===== src/rtl/core/mvsc_pkg.sv =====
`timescale 1ns / 1ps

package mvsc_pkg;

  // start code values of interest
  localparam logic [7:0] CODE_PICTURE   = 8'h00;
  localparam logic [7:0] CODE_SYS_FIRST = 8'hB0;
  localparam logic [7:0] CODE_RESERVED  = 8'hB2;
  localparam logic [7:0] CODE_EXTENSION = 8'hB5;
  localparam logic [7:0] CODE_SEQ_END   = 8'hB7;
  localparam logic [7:0] CODE_GROUP     = 8'hB8;

  // picture coding type field of the picture header
  localparam logic [7:0] PT_MASK  = 8'h38;
  localparam logic [7:0] PT_FLD_I = 8'h08;
  localparam logic [7:0] PT_FLD_P = 8'h10;
  localparam logic [7:0] PT_FLD_B = 8'h18;

  localparam logic [1:0] PTYPE_UNKNOWN = 2'd0;
  localparam logic [1:0] PTYPE_I       = 2'd1;
  localparam logic [1:0] PTYPE_P       = 2'd2;
  localparam logic [1:0] PTYPE_B       = 2'd3;

  // bytes still to pass after a flagged prefix: rest of prefix, code and header
  localparam logic [2:0] SKIP_PICTURE = 3'd7;
  localparam logic [2:0] SKIP_OTHER   = 3'd3;

  localparam int HDR_BYTES = 6;

  typedef struct packed {
    logic       hit;
    logic [7:0] code;
    logic [1:0] ptype;
    logic [9:0] tref;
  } hdr_info_t;

  typedef struct packed {
    logic       out_valid;
    logic [7:0] out_byte;
    logic       capture;
    logic       capture_restart;
    logic       start_code_seen;
    logic [7:0] start_code_value;
    logic [1:0] picture_type;
    logic [9:0] temporal_ref;
    logic       still_picture;
  } result_t;

  typedef struct packed {
    logic main_full;
    logic skid_full;
  } skid_status_t;

endpackage


===== src/rtl/core/mvsc_hdr_decode.sv =====
`timescale 1ns / 1ps

module mvsc_hdr_decode (
  input  logic [mvsc_pkg::HDR_BYTES-1:0][7:0] win,
  output mvsc_pkg::hdr_info_t                 info
);
  import mvsc_pkg::*;

  logic       prefix;
  logic       code_ok;
  logic [7:0] pt_fld;

  always_comb begin
    prefix  = (win[0] == 8'h00) && (win[1] == 8'h00) && (win[2] == 8'h01);
    code_ok = (win[3] == CODE_PICTURE) ||
              ((win[3] >= CODE_SYS_FIRST) && (win[3] != CODE_RESERVED) &&
               (win[3] != CODE_EXTENSION));
    pt_fld  = win[5] & PT_MASK;

    info.hit  = prefix && code_ok;
    info.code = win[3];
    info.tref = {win[4], win[5][7:6]};
    case (pt_fld)
      PT_FLD_I: info.ptype = PTYPE_I;
      PT_FLD_P: info.ptype = PTYPE_P;
      PT_FLD_B: info.ptype = PTYPE_B;
      default:  info.ptype = PTYPE_UNKNOWN;
    endcase
  end

endmodule


===== src/rtl/core/mvsc_out_skid.sv =====
`timescale 1ns / 1ps

module mvsc_out_skid (
  input  logic                   clk,
  input  logic                   rst,
  input  logic                   push_valid,
  output logic                   push_stall,
  input  mvsc_pkg::result_t      push_data,
  output logic                   pop_valid,
  input  logic                   pop_stall,
  output mvsc_pkg::result_t      pop_data,
  output mvsc_pkg::skid_status_t status
);
  import mvsc_pkg::*;

  logic    main_full;
  logic    skid_full;
  result_t main_data;
  result_t skid_data;
  logic    push;
  logic    pop;

  assign push_stall = skid_full;
  assign pop_valid  = main_full;
  assign pop_data   = main_data;
  assign push       = push_valid && !skid_full;
  assign pop        = main_full && !pop_stall;
  assign status     = '{main_full: main_full, skid_full: skid_full};

  always_ff @(posedge clk) begin
    if (rst) begin
      main_full <= 1'b0;
      skid_full <= 1'b0;
    end else if (pop) begin
      if (skid_full) begin
        main_data <= skid_data;
        skid_full <= 1'b0;
      end else if (push) begin
        main_data <= push_data;
      end else begin
        main_full <= 1'b0;
      end
    end else if (push) begin
      if (!main_full) begin
        main_data <= push_data;
        main_full <= 1'b1;
      end else begin
        skid_data <= push_data;
        skid_full <= 1'b1;
      end
    end
  end

endmodule


===== src/rtl/core/mpeg_video_start_code_scanner.sv =====
`timescale 1ns / 1ps
// channel | handshake              | payload
// --------+------------------------+--------------------------------------------
// input   | in_valid / in_stall    | data_byte
// result  | res_valid / res_stall  | out_valid out_byte capture capture_restart
//         |                        | start_code_seen start_code_value
//         |                        | picture_type temporal_ref still_picture
//
// one request in, one result out, one per cycle while res_stall is low;
// the result goes to the output register, or the skid stage behind a held result
// the per-byte decision is one compare-and-select pass over the delay line taps
// rst (synchronous) empties the delay line count and the output stages
// a stalled result sits in the output register while one more request lands in
// the skid stage; in_stall rises only once the skid stage is occupied

module mpeg_video_start_code_scanner #(
  parameter int DELAY_BYTES = 8
) (
  input  logic       clk,
  input  logic       rst,
  input  logic       in_valid,
  output logic       in_stall,
  input  logic [7:0] data_byte,
  output logic       res_valid,
  input  logic       res_stall,
  output logic       out_valid,
  output logic [7:0] out_byte,
  output logic       capture,
  output logic       capture_restart,
  output logic       start_code_seen,
  output logic [7:0] start_code_value,
  output logic [1:0] picture_type,
  output logic [9:0] temporal_ref,
  output logic       still_picture
);
  import mvsc_pkg::*;

  localparam int FILL_W = $clog2(DELAY_BYTES + 1);

  // delay line: tap 0 is the oldest byte, younger taps are lookahead
  logic [7:0]        delay_line [DELAY_BYTES];
  logic [FILL_W-1:0] fill_count;
  logic [2:0]        skip_count;
  logic              save_active;
  logic [9:0]        last_ref;
  logic              last_ref_valid;
  logic              capture_nonempty;

  logic [FILL_W-1:0] fill_count_next;
  logic [2:0]        skip_count_next;
  logic              save_active_next;
  logic [9:0]        last_ref_next;
  logic              last_ref_valid_next;
  logic              capture_nonempty_next;

  logic                        accept;
  logic                        line_full;
  logic [HDR_BYTES-1:0][7:0]   win;
  hdr_info_t                   hdr;
  result_t                     res;
  result_t                     res_q;
  skid_status_t                skid_st;

  assign accept    = in_valid && !in_stall;
  assign line_full = (fill_count == FILL_W'(DELAY_BYTES));

  always_comb begin
    for (int i = 0; i < HDR_BYTES; i++) begin
      win[i] = delay_line[i];
    end
  end

  mvsc_hdr_decode u_hdr (
    .win  (win),
    .info (hdr)
  );

  // per-byte decision
  always_comb begin
    fill_count_next       = fill_count;
    skip_count_next       = skip_count;
    save_active_next      = save_active;
    last_ref_next         = last_ref;
    last_ref_valid_next   = last_ref_valid;
    capture_nonempty_next = capture_nonempty;
    res                   = '0;

    if (!line_full) begin
      // still filling: all-zero result
      fill_count_next = fill_count + FILL_W'(1);
    end else begin
      res.out_valid = 1'b1;
      res.out_byte  = delay_line[0];
      if (skip_count != 3'd0) begin
        skip_count_next = skip_count - 3'd1;
      end else if (hdr.hit) begin
        res.start_code_seen  = 1'b1;
        res.start_code_value = hdr.code;
        if (hdr.code == CODE_PICTURE) begin
          res.picture_type = hdr.ptype;
          res.temporal_ref = hdr.tref;
          if (hdr.ptype == PTYPE_I || hdr.ptype == PTYPE_P) begin
            // new reference picture, a repeated one is its second field
            if (!last_ref_valid || hdr.tref != last_ref) begin
              res.capture_restart   = 1'b1;
              save_active_next      = 1'b1;
              capture_nonempty_next = 1'b0;
              last_ref_next         = hdr.tref;
              last_ref_valid_next   = 1'b1;
            end
          end else begin
            save_active_next = 1'b0;
          end
          skip_count_next = SKIP_PICTURE;
        end else begin
          if (hdr.code == CODE_SEQ_END && capture_nonempty) begin
            res.still_picture = 1'b1;
          end
          if (hdr.code == CODE_GROUP) begin
            last_ref_valid_next = 1'b0;
          end
          save_active_next = 1'b0;
          skip_count_next  = SKIP_OTHER;
        end
      end
      res.capture = save_active_next;
      if (save_active_next) begin
        capture_nonempty_next = 1'b1;
      end
    end
  end

  always_ff @(posedge clk) begin
    if (rst) begin
      fill_count       <= '0;
      skip_count       <= 3'd0;
      save_active      <= 1'b0;
      last_ref_valid   <= 1'b0;
      capture_nonempty <= 1'b0;
    end else if (accept) begin
      fill_count       <= fill_count_next;
      skip_count       <= skip_count_next;
      save_active      <= save_active_next;
      last_ref_valid   <= last_ref_valid_next;
      capture_nonempty <= capture_nonempty_next;
    end
  end

  // payload: the line shifts on every request, filling included
  always_ff @(posedge clk) begin
    if (accept) begin
      last_ref <= last_ref_next;
      for (int i = 0; i < DELAY_BYTES - 1; i++) begin
        delay_line[i] <= delay_line[i+1];
      end
      delay_line[DELAY_BYTES-1] <= data_byte;
    end
  end

  mvsc_out_skid u_out (
    .clk        (clk),
    .rst        (rst),
    .push_valid (in_valid),
    .push_stall (in_stall),
    .push_data  (res),
    .pop_valid  (res_valid),
    .pop_stall  (res_stall),
    .pop_data   (res_q),
    .status     (skid_st)
  );

  assign out_valid        = res_q.out_valid;
  assign out_byte         = res_q.out_byte;
  assign capture          = res_q.capture;
  assign capture_restart  = res_q.capture_restart;
  assign start_code_seen  = res_q.start_code_seen;
  assign start_code_value = res_q.start_code_value;
  assign picture_type     = res_q.picture_type;
  assign temporal_ref     = res_q.temporal_ref;
  assign still_picture    = res_q.still_picture;

  // skid stage only fills behind a held result
  a_skid_behind_main: assert property (@(posedge clk) disable iff (rst)
    skid_st.skid_full |-> (skid_st.main_full && res_valid))
    else $error("skid stage holds a result while the output register is empty");

  // a restart only comes from an I or P picture header
  a_restart_on_ref_pic: assert property (@(posedge clk) disable iff (rst)
    (res_valid && capture_restart) |->
      (start_code_seen && start_code_value == CODE_PICTURE &&
       (picture_type == PTYPE_I || picture_type == PTYPE_P) && capture))
    else $error("capture restart without a reference picture start");

  // still picture only on a sequence end code
  a_still_on_seq_end: assert property (@(posedge clk) disable iff (rst)
    (res_valid && still_picture) |->
      (start_code_seen && start_code_value == CODE_SEQ_END))
    else $error("still picture flagged outside a sequence end code");

  // header skipping counts down one per byte
  a_skip_countdown: assert property (@(posedge clk) disable iff (rst)
    (accept && skip_count != 3'd0) |=> (skip_count == $past(skip_count) - 3'd1))
    else $error("header skip count did not step down");

endmodule


===== config.mk =====
export PLATFORM = sky130hd
export DESIGN_NAME = mpeg_video_start_code_scanner
export DESIGN_NICKNAME = d
export VERILOG_FILES = /design/src/rtl/core/mvsc_pkg.sv /design/src/rtl/core/mvsc_hdr_decode.sv /design/src/rtl/core/mvsc_out_skid.sv /design/src/rtl/core/mpeg_video_start_code_scanner.sv
export SDC_FILE = /design/constraint.sdc
export NUM_CORES = 1
export LEC_CHECK = 0
export BUFFER_PORTS_ARGS = -buffer_cell sky130_fd_sc_hd__buf_2
export CORE_MARGIN = 2
export CORE_UTILIZATION = 47
export CTS_CLUSTER_DIAMETER = 120
export DETAILED_ROUTE_END_ITERATION = 8
export PLACE_DENSITY_LB_ADDON = 0.2
export SLEW_MARGIN = 10
export SYNTH_ARGS = -nofsm -noshare
export SYNTH_HDL_FRONTEND = slang
export SYNTH_SLANG_ARGS = --single-unit

===== constraint.sdc =====
create_clock -name clk -period 8.2 [get_ports clk]
set_clock_uncertainty 0.05 [all_clocks]
set_input_delay 0.41 -clock clk [delete_from_list [all_inputs] [get_ports clk]]
set_output_delay 0.41 -clock clk [all_outputs]
set_load 0.01 [all_outputs]

# Word level (Yosys, flattened, before mapping)
# Memories as Yosys holds them, arrays and structs flattened.
# Index checks and enable logic that the tools add are counted.
# classes
n_addsub	2
n_lt_le_gt_ge	1
eq_ne	18
mux	40
bitwise	4
n_reduce_logical	37
# ops
operator	n
$mux 33	6
$mux 23	2
$mux 1	27
$logic_not 8->1	3
$reduce_and 7->1	3
$eq 8x8->1 const B	2
$ne 8x8->1 const B	2
$reduce_bool 2->1	8
$mux 12	1
$ne 10x10->1	1
$mux 3	3
$eq 8x1->1 const B	1
$ge 8x8->1 const B	1
$logic_and 1x1->1	8
$reduce_and 4->1	2
$eq 3x2->1 const B	2
$ne 2x1->1 const B	3
$ne 2x2->1 const B	3
$pmux 2 s3	1
$reduce_and 2->1	3
$reduce_and 3->1	2
$add 4x1->4 const B	1
$eq 4x4->1 const B	1
$not 1->1	4
other kinds (8)	12
# word_totals
ff_bits	88
ramBits	64
input_bits	12
out_inout_bits	35
elab_cells	129
memories	1
# memory_table
memory	words	width	read_ports	rd_ports_with_merged_regs	wr	line	source
delay_line	8	8	8	0	8	mpeg_video_start_code_scanner.sv:41	logic [7:0] delay_line [DELAY_BYTES];

# Logic depth before layout (Yosys ltp)
# An unclocked memory read counts as a cell.
# depth
depth_word	14
ltp_mapped	8
ltp_nobuf	8

# Cells and area by module
# A second synthesis with hierarchy kept.
# unflattened
cells_unflattened	353
hier_area_um2	6119.6
# modules_own_cells
mod	n_inst	cells_each	area_each_um2	seq_area_each_um2
mpeg_video_start_code_scanner	1	198	3238.1	2422.3
mvsc_out_skid	1	117	2628.8	2021.9
mvsc_hdr_decode	1	38	252.7	0.0

# Worst setup path after synthesis
# No wires, ideal clock.
# synth_path
path_kind	input-to-reg
from	in rst
to	reg u_out.main_data (netlist bit u_out.pop_data[0]), enable pin
setup_time_ps	477
arrival_time_ps	3279
required_time_ps	7673
slack_ps	4394
path_stages	3
path_buffers	2
cell_sequence	clkbuf_1 > clkbuf_1 > a221oi_1
# synth_between
elab_chain_cells	2
# synth_rtl
element	line	source
from (decl)	mpeg_video_start_code_scanner.sv:20	input logic rst,
$not 1->1 (no source line)	n/a	
$reduce_and 4->1 (no source line)	n/a	
to (signal assigned)	mvsc_out_skid.sv:36	main_data <= skid_data;
to (signal assigned)	mvsc_out_skid.sv:39	main_data <= push_data;
to (signal assigned)	mvsc_out_skid.sv:45	main_data <= push_data;
to (decl)	mvsc_out_skid.sv:18	result_t main_data;
# Every way passes these cells.
# A chain may end at the register's enable or synchronous reset.

==> impl_metrics.csv <==
group,metric,value,unit
run_status,result_of_the_run,"finished clean",
power,sequentialPowerShare,53.0,%
place,place_area,6270,um^2
setup_path,critPathKind,"reg2reg",
synthesis,async_flop_share,0,%
final_layout,syn2layout_area_growth,17.6,%
cts,tritoncts.num_buffers,17,
synthesis,synth_cell_type_count,47,
power,total_switching_power,0.332,mW
route,drt_pre_antenna_iters,5,
power,power.share.combinational,3.0,%
run,cap_viol_max_count,0,
sta,report.final.setup_viol,0,
final_layout,final_cell_count_no_fill,586,
place,numPortBuffers,46,
power,power_switching_share,19.5,%
floorplanning,num_rows,40,
cts,clock_latency_of_the_later_clocked_register_in_the_worst_skew_pair,0.42,ns
synthesis,synth.area.mux_share,5.62,%
synthesis,ys_seq_elements,152,
synthesis,synthDominantAreaCellType,"sky130_fd_sc_hd__edfxtp_1",
place,dp.final_hpwl,5800,um
cts,cts_tree,"built",
synthesis,synth_flop_cell,"sky130_fd_sc_hd__edfxtp_1",
synthesis,mappedNetlistNets,362,
route,drc,0,
route,drt-initial-drc-count,119,
setup_path,r2r-start,"delay_line[0][29]",
sta,finalWorstPathRequiredPeriod,3.03,ns
place,pre_cts_ws,5.13,ns
setup_path,crit_buf_inv,0,
sta,worst_slew_pin_slew,0.772,ns
setup_path,worstPathArrival,3.03,ns
global_routing,grt_pass1_wl,15200,um
sta,rsz0062_at_grt,"false",
cts,cts_num_sinks,152,
setup_path,startpoint_type,"flop",
global_routing,gr-usage-all-layers,15.6,%
power,p_leak,2.45,nW
setup_path,worstRegToRegCells,5,
setup_path,reg2reg_setup_slack,5.17,ns
setup_path,worstPathRequired,8.20,ns
setup_path,crit_fanout,13,
synthesis,synth.most_common_cell,"sky130_fd_sc_hd__edfxtp_1",
cts,ctsResizeCount,0,
power,p_int,1.37,mW
sta,maxSlewHeadroom,48.4,%
synthesis,ys_top_cells_by_count,"sky130_fd_sc_hd__edfxtp_1, sky130_fd_sc_hd__mux2_2, sky130_fd_sc_hd__and2_1",
cts,h-tree-depth,4,
global_routing,grt.overflow.total,0,
place,globalplace.congestion,0.762,
setup_path,timing.critical_path.max_delay_family,"simple AND/OR/NAND/NOR gates",
route,detail_route.wirelength,9310,um
synthesis,ys.warnings.count,0,
floorplanning,dieArea,13300,um^2
setup_path,reg2reg_to,"last_ref[6]",
cts,ctsLongestPathBuffers,2,
synthesis,netlist_area,5810,um^2
synthesis,synth_top_area_share,72.3,%
global_routing,grt_pass1_vias,3032,
final_layout,nFillCells,967,
route,vias_per_cell,5.05,
synthesis,synth-edff-count,140,
synthesis,mean_syn_cell_area,16.8,um^2
setup_path,critPathMaxStageDelay,0.64,ns
power,worst_ir_drop_vdd,0.147,mV
global_routing,largest_net_degree_at_the_start_of_global_routing,51,
sta,finalWorstSetupSlack,5.17,ns
setup_path,crit_path_end_kind,"flop",
sta,finalHoldWorstSlack,0.109,ns
route,post_drt_wl_per_cell,15.9,um
floorplanning,dieWidth,115,um
synthesis,synth_simple_gate_area_share,10.0,%
final_layout,design_area,6840,um^2
sta,slew_viol_final,0,
cts,ctsHoldBuffers,0,
floorplanning,dieHeight,115,um
worst_hold_path,number_of_cells_on_the_worst_hold_path,1,
power,pwr-share-clk,44.1,%
worst_hold_path,holdPathEnd,"delay_line[1][24]",
route,num_vias,2962,
synthesis,syn-instance-count,346,
synthesis,synth_adder_area_share,0.861,%
worst_hold_path,min-delay-start,"data_byte[0]",
cts,clock_tree.root_cell,"sky130_fd_sc_hd__clkbuf_16",
global_routing,antenna_violations_before_repair,0,
setup_path,critical-path-slowest-cell,"sky130_fd_sc_hd__nor2_1",
final_layout,layout.nets,422,
place,dp.cells,555,
power,power-per-cell-area,249,nW/um^2
floorplanning,placeableCoreArea,12100,um^2
cts,clk_transition_reported_paths,0.06,ns
synthesis,ys_seq_area_share,76.5,%
synthesis,main_combinational_cell_family_by_area_after_synthesis,"simple AND/OR/NAND/NOR gates",
synthesis,synth_area_leaders,"sky130_fd_sc_hd__edfxtp_1, sky130_fd_sc_hd__mux2_2, sky130_fd_sc_hd__dfxtp_1",
sta,totalNegativeSetupSlack,0,ns
cts,postCtsSetupBuffers,0,
floorplanning,initial_utilization,48.2,%
floorplanning,io_pins,47,
final_layout,drive_above_1_share,28.0,%
final_layout,ant_diodes,0,
route,ant_nets,0,
worst_hold_path,min_path_type,"in2reg",
sta,fmaxAchievable,0.330,GHz
sta,finalHoldViolCount,0,
setup_path,critical_path.cell_chain,"or4_4, o31ai_2, o2111a_1, o311ai_1, nor2_1",
synthesis,synth_compound_gate_area_share,3.81,%
synthesis,synth_xor_area_share,1.96,%
sta,fin_crit_sh,37.0,%
metal layers:
layer / part of all wire [%] / vias to the layer above / GRT usage, %
met5: 0 / - / 0
met4: 1.5 / 0 / 7.71
met3: 2.8 / 12 / 4.80
met2: 50 / 49 / 25.6
met1: 45 / 1458 / 18.8
li1: - / 1443 / -
registers in the layout, indices dropped and copies added (netlist names), 3 cells and up:
signal,cells
u_out.skid_data,33
delay_line,64
u_out.pop_data,33
skip_count,3
last_ref,10
fill_count,4
worst reg2reg max path: stages (launching register included):
cell and delay, ns:
sky130_fd_sc_hd__edfxtp_1 0.42, sky130_fd_sc_hd__or4_4 0.57, sky130_fd_sc_hd__o31ai_2 0.30, sky130_fd_sc_hd__o2111a_1 0.45
sky130_fd_sc_hd__o311ai_1 0.22, sky130_fd_sc_hd__nor2_1 0.64
placed cells by master, fill, tap and decap left out, types with 2 or more instances in the layout:
cell                          n
sky130_fd_sc_hd__a21oi_1      6
sky130_fd_sc_hd__a31oi_1      3
sky130_fd_sc_hd__and2_1      25
sky130_fd_sc_hd__and3b_1      2
sky130_fd_sc_hd__and4_1       2
sky130_fd_sc_hd__buf_2       46
sky130_fd_sc_hd__buf_4        4
sky130_fd_sc_hd__bufinv_16    3
sky130_fd_sc_hd__clkbuf_1     2
sky130_fd_sc_hd__clkbuf_16   17
sky130_fd_sc_hd__clkinv_1     3
sky130_fd_sc_hd__clkinv_2     5
sky130_fd_sc_hd__dfxtp_1     12
sky130_fd_sc_hd__edfxtp_1   140
sky130_fd_sc_hd__ha_1         4
sky130_fd_sc_hd__inv_1        9
sky130_fd_sc_hd__mux2_2      29
sky130_fd_sc_hd__nand2_1     15
sky130_fd_sc_hd__nand2b_1     2
sky130_fd_sc_hd__nand3_1      4
sky130_fd_sc_hd__nand4_1      5
sky130_fd_sc_hd__nor2_1      14
sky130_fd_sc_hd__nor2b_1      2
sky130_fd_sc_hd__nor3_1       7
sky130_fd_sc_hd__nor3_2       2
sky130_fd_sc_hd__nor4_1       4
sky130_fd_sc_hd__nor4b_1      2
sky130_fd_sc_hd__o21a_1       3
sky130_fd_sc_hd__o21ai_0      4
sky130_fd_sc_hd__o21ai_1      2
sky130_fd_sc_hd__or3_4        3
sky130_fd_sc_hd__or4_1        3
sky130_fd_sc_hd__xnor2_1     12
worst max path at each step:
stage / to / depth (start not counted) / start / slack (ns)
4_1_cts: last_ref[8] / 5 / delay_line[0][29] / 5.14
5_1_grt: last_ref[1] / 5 / delay_line[0][4] / 4.93
3_3_place_gp: last_ref[2] / 5 / delay_line[0][29] / 5.22
2_1_floorplan: u_out.pop_data[0] / 3 / rst / 4.39
3_5_place_dp: last_ref[0] / 5 / delay_line[0][29] / 5.13
6_report: last_ref[6] / 5 / delay_line[0][29] / 5.17
metrics by stage:
step                      power, mW  util, %
after global placement        0.966     52.0
final                          1.70     56.7
after CTS                      1.72     56.7
after global routing           1.76     56.7
after floorplan               0.944        -
after detailed placement      0.969     52.0
area by class of cell:
| type | instances | area, um^2 | share of cell area, % |
|---|---|---|---|
| clock buffer | 19 | 433 | 6.33 |
| clock inverter | 12 | 134 | 1.96 |
| inverter | 10 | 37.5 | 0.549 |
| multi-input combinational | 175 | 1320 | 19.3 |
| sequential | 152 | 4440 | 65.0 |
| tap | 168 | 210 | 3.08 |
| timing repair buffer | 50 | 260 | 3.81 |
power by group through the flow:
stage / Combinational [mW] / Clock (mW) / Sequential (mW)
2_1_floorplan: 0.0271 / 0 / 0.917
3_3_place_gp: 0.0504 / 0 / 0.916
3_5_place_dp: 0.0516 / 0 / 0.918
4_1_cts: 0.0517 / 0.768 / 0.902
5_1_grt: 0.0567 / 0.800 / 0.906
6_report: 0.0502 / 0.750 / 0.901
cell families (layout without fill, tap and decap cells):
family,after synthesis,after routing
buffers and inverters,19,91
and+or+nand+nor,99,99
DFF,152,152
muxes,29,29
AOI/OAI and AO/OA,30,30
adders and majority gates,4,4
xor gates and xnor gates,13,13
Power figures use the tool's default switching activity.
